===== src/design/pncm_pkg.sv =====
package pncm_pkg;

  localparam int DEFAULT_ENTRIES = 256;

  localparam int COMP_W  = 8;
  localparam int INDEX_W = 8;
  localparam int CODE_W  = 32;
  localparam int COUNT_W = 9;
  localparam int OP_W    = 2;
  localparam int MODE_W  = 2;
  // three squares of 8-bit differences sum to at most 3 * 255^2
  localparam int DIST_W  = 18;

  localparam logic [OP_W-1:0] OP_WRITE = 2'd0;
  localparam logic [OP_W-1:0] OP_MATCH = 2'd1;
  localparam logic [OP_W-1:0] OP_READ  = 2'd2;

  localparam logic [MODE_W-1:0] MODE_INDEXED = 2'd0;
  localparam logic [MODE_W-1:0] MODE_RGB565  = 2'd1;
  localparam logic [MODE_W-1:0] MODE_ARGB    = 2'd2;

  localparam logic [CODE_W-1:0] ALPHA_OPAQUE = 32'hFF00_0000;

  typedef struct packed {
    logic latch_in;
    logic clr_step;
    logic do_write;
    logic rd_item;
    logic scan_start;
    logic scan_step;
    logic load_out;
  } cmd_t;

  typedef struct packed {
    logic [OP_W-1:0] op;
    logic            indexed;
    logic            clr_last;
    logic            scan_last;
    logic            pipe_busy;
    logic            out_free;
  } status_t;

  function automatic logic [CODE_W-1:0] pack_565(input logic [COMP_W-1:0] r,
                                                 input logic [COMP_W-1:0] g,
                                                 input logic [COMP_W-1:0] b);
    pack_565 = {16'd0, r[7:3], g[7:2], b[7:3]};
  endfunction

endpackage


===== src/design/pncm_ctrl.sv =====
module pncm_ctrl (
  input  logic               clk,
  input  logic               rst,
  input  logic               req_valid,
  output logic               req_ready,
  input  pncm_pkg::status_t  status,
  output pncm_pkg::cmd_t     cmd
);

  typedef enum logic [5:0] {
    ST_CLEAR = 6'b000001,
    ST_IDLE  = 6'b000010,
    ST_EXEC  = 6'b000100,
    ST_SCAN  = 6'b001000,
    ST_DRAIN = 6'b010000,
    ST_EMIT  = 6'b100000
  } state_t;

  state_t state;
  state_t state_next;

  always_ff @(posedge clk) begin
    if (rst) begin
      state <= ST_CLEAR;
    end else begin
      state <= state_next;
    end
  end

  always_comb begin
    state_next = state;
    cmd        = '0;
    req_ready  = 1'b0;
    case (state)
      ST_CLEAR: begin
        cmd.clr_step = 1'b1;
        if (status.clr_last) begin
          state_next = ST_IDLE;
        end
      end
      ST_IDLE: begin
        req_ready    = 1'b1;
        cmd.latch_in = req_valid;
        if (req_valid) begin
          state_next = ST_EXEC;
        end
      end
      ST_EXEC: begin
        state_next = ST_EMIT;
        case (status.op)
          pncm_pkg::OP_WRITE: cmd.do_write = 1'b1;
          pncm_pkg::OP_READ:  cmd.rd_item  = 1'b1;
          pncm_pkg::OP_MATCH: begin
            if (status.indexed) begin
              cmd.scan_start = 1'b1;
              state_next     = ST_SCAN;
            end
          end
          default: state_next = ST_EMIT;
        endcase
      end
      ST_SCAN: begin
        cmd.scan_step = 1'b1;
        if (status.scan_last) begin
          state_next = ST_DRAIN;
        end
      end
      ST_DRAIN: begin
        // wait for the last distance to reach the compare stage
        if (!status.pipe_busy) begin
          state_next = ST_EMIT;
        end
      end
      ST_EMIT: begin
        if (status.out_free) begin
          cmd.load_out = 1'b1;
          state_next   = ST_IDLE;
        end
      end
      default: state_next = ST_CLEAR;
    endcase
  end

`ifndef SYNTHESIS
  a_emit_hold: assert property (@(posedge clk) disable iff (rst)
    (state == ST_EMIT && !status.out_free) |=> state == ST_EMIT)
    else $error("result dropped while output stalled");

  a_scan_to_drain: assert property (@(posedge clk) disable iff (rst)
    (state == ST_SCAN && status.scan_last) |=> (state == ST_DRAIN && status.pipe_busy))
    else $error("scan pipeline empty after last read");

  a_state_onehot: assert property (@(posedge clk) disable iff (rst)
    $onehot(state))
    else $error("controller state not one-hot");
`endif

endmodule


===== config.mk =====
export PLATFORM = sky130hd
export DESIGN_NAME = pncm_ctrl
export DESIGN_NICKNAME = d
export VERILOG_FILES = /design/src/design/pncm_pkg.sv /design/src/design/pncm_ctrl.sv
export SDC_FILE = /design/constraint.sdc
export NUM_CORES = 1
export LEC_CHECK = 0
export BUFFER_PORTS_ARGS = -buffer_cell sky130_fd_sc_hd__buf_2
export CAP_MARGIN = 20
export CORE_AREA = 2 2 39 41
export CTS_CLUSTER_DIAMETER = 50
export CTS_CLUSTER_SIZE = 20
export DETAILED_ROUTE_END_ITERATION = 16
export DIE_AREA = 0 0 41 43
export HOLD_SLACK_MARGIN = 0.02
export MAX_ROUTING_LAYER = met4
export PLACE_DENSITY = 0.57
export RECOVER_POWER = 25
export SLEW_MARGIN = 20
export SYNTH_ARGS = -nofsm -noshare
export SYNTH_HDL_FRONTEND = slang
export SYNTH_SLANG_ARGS = --single-unit
export TNS_END_PERCENT = 10

===== constraint.sdc =====
create_clock -name clk -period 3.2 [get_ports clk]
set_clock_uncertainty 0.05 [all_clocks]
set_input_delay 0.48 -clock clk [delete_from_list [all_inputs] [get_ports clk]]
set_output_delay 0.48 -clock clk [all_outputs]
set_load 0.01 [all_outputs]

==> impl_metrics.tcl <==
set metrics [dict create \
    status "complete, no violations" \
    drive_above_1_share 0.382 \
    cts_htree_levels 1 \
    largest_reg_flops 6 \
    netlist_area_um2 405 \
    vias 423 \
    max_clock_freq_ghz 0.414 \
    yosysWarningCount 0 \
    maxCapViolations 0 \
    p_leak_nw 0.236 \
    hold_path.class "input pin to flop" \
    seq_area_frac_synth 0.296 \
    ctsResizeCount 0 \
    drtIter0Drc 8 \
    top_register "state" \
    numCtsBuffers 3 \
    whs_ns 0.416 \
    seqPwrFrac 0.386 \
    path_clk_slew_ns 0.05 \
    finalCriticalPeriod_ns 2.42 \
    crit_path_start_kind "flop" \
    grt.overflow.total 0 \
    tightestPinTransition_ns 0.372 \
    synthCells 49 \
    final_max_slew_viol_count 0 \
    antenna_found_initial 0 \
    area_growth_pct 29.6 \
    core_region_area_um2 1380 \
    nNetsFinal 80 \
    critPathKind "flop to output pin" \
    drt_pre_antenna_iters 4 \
    worstPathMaxFanout 9 \
    rows 14 \
    stdcell_area_um2 526 \
    ant_nets 0 \
    post-place-ws_ns 1.07 \
    post_drt_wl_per_cell_um 10.6 \
    rr_worst_depth 5 \
    met3_length_um 29 \
    setup_viol 0 \
    sw_frac_of_total 0.329 \
    hpwlAfterDp_um 747 \
    grt_pass1_wl_um 1370 \
    vias_per_cell 5.04 \
    place_area_um2 503 \
    syn-num-nets 59 \
    ir_drop_mv 0.179 \
    m1WireLength_um 396 \
    finalHoldViolCount 0 \
    grt.total_usage 0.116 \
    post-route-drc-count 0 \
    grt_pass1_vias 380 \
    met2_length_um 463 \
    wl_um 889 \
    initial_core_util 0.293 \
    cts_tree "built" \
    cts.sinks 6 \
    power_switching_mw 0.0874 \
    portBuffers 17 \
    clock_path_buffers 2 \
    cp.arrival_ns 1.89 \
    fillers 148 \
    grt_max_degree 10 \
    fp.dieH_um 43 \
    synth_cell_types 25 \
    clock_latency_ns 0.25 \
    io_pins 18 \
    dieArea_um2 1760 \
    rsz0062_at_grt "false" \
    tns_ns 0 \
    die_w_um 41 \
    clkPwrFrac 0.263 \
    power_frac_comb 0.352 \
    worstPathRequired_ns 2.67 \
    finalWeightedCongestion 0.813 \
    maxUsedRoutingLayer "met3" \
    intPower_mw 0.179 \
    endpoint_kind "output pin" \
    fin_util 0.380 \
    p_per_area_nw_per_um2 506 \
    syn_area_per_cell_um2 8.27 \
    cts_hold_buf 0 \
    postCtsSetupRepairBufs 0 \
    min_period_over_period 0.755 \
    ys_seq_elements 6 \
    setup_slack_ns 0.783 \
    diodes 0 \
    min_path_cells 2 \
    slew_headroom 0.752 \
    cts_root_buf "clkbuf_4" \
    top_regs "state x6" \
]
==> cell usage after synthesis (all sizes together) <==
library cell  count  area share
xor2              1       0.022
nand2             3       0.028
nand2b            1       0.015
or3b              1       0.022
o21ai             1       0.012
nand3b            1       0.019
a21oi             4       0.049
or4b              4        0.12
nor2b             2       0.031
buf               1       0.019
nor3              2       0.025
inv               2       0.019
o22ai             1       0.015
nor3b             4       0.074
and2              3       0.046
dfxtp             6        0.30
nand3             2       0.037
and4b             1       0.028
nor2              5       0.046
or4               2       0.046
o21bai            1       0.019
nor4              1       0.015
==> worst max-delay path, stage by stage (launching register included) <==
cell and delay, ns:
dfxtp_1 0.37, or4_4 0.57, nor3b_1 0.37, and2_0 0.20, buf_2 0.14
==> cell type report <==
| type | count | area [um^2] | area share |
|---|---|---|---|
| multi-input combinational | 40 | 270 | 0.514 |
| tap | 16 | 20.0 | 0.0381 |
| timing repair buffer | 17 | 85.1 | 0.162 |
| clock buffer | 3 | 22.5 | 0.0429 |
| inverter | 2 | 7.51 | 0.0143 |
| sequential | 6 | 120 | 0.229 |
==> power by group through the flow <==
stage               registers, mW  logic, mW  clock network, mW
finish                      0.103     0.0936             0.0698
CTS                         0.102     0.0947             0.0727
detailed placement          0.103     0.0944                  0
floorplan                  0.0988     0.0693                  0
global placement            0.103     0.0937                  0
global route                0.104      0.102             0.0790
==> worst paths after layout <==
kind | start | end | slack, ns
min reg2reg | state[4] | state[0] | 0.59
max reg2reg | state[0] | state[5] | 1.27
min | rst | state[1] | 0.42
max | state[2] | cmd[6] | 0.78
==> cells by family (layout without fill, tap and decap cells) <==
kind of cell,after synthesis,after routing,synth area share
DFF,6,6,0.296
buffers and inverters,3,22,0.0371
AOI/OAI and AO/OA,7,7,0.0957
xor gates and xnor gates,1,1,0.0216
and+or+nand+nor,32,32,0.549
==> through the flow <==
step / cells / power [mW]
floorplan: 49 / 0.168
global placement: 81 / 0.197
detailed placement: 81 / 0.198
CTS: 84 / 0.269
global route: 84 / 0.286
finish: 84 / 0.266
==> cell usage in the layout (no fill, tap or decap) <==
cell | netlist | final
a21oi_1 | 4 | 4
and2_0 | 0 | 1
and2_1 | 3 | 2
and4b_2 | 1 | 1
buf_2 | 0 | 17
clkbuf_4 | 0 | 3
dfxtp_1 | 6 | 6
inv_1 | 2 | 2
nand2_1 | 3 | 3
nand2b_1 | 1 | 1
nand3_1 | 1 | 1
nand3_2 | 1 | 1
nand3b_1 | 1 | 1
nor2_1 | 5 | 5
nor2b_1 | 2 | 2
nor3_1 | 2 | 2
nor3b_1 | 4 | 4
nor4_1 | 1 | 1
o21ai_0 | 1 | 1
o21bai_1 | 1 | 1
o22ai_1 | 1 | 1
or3b_2 | 1 | 1
or4_1 | 1 | 1
or4_4 | 1 | 1
or4b_1 | 2 | 2
or4b_4 | 2 | 2
xor2_1 | 1 | 1
==> routing by layer <==
layer | vias up | global-route usage
li1 | 218 | -
met1 | 195 | 0.122
met2 | 10 | 0.188
met3 | 0 | 0.0471
met4 | 0 | 0.0400
met5 | - | -
Note: power is estimated with default switching activity, not from simulation.
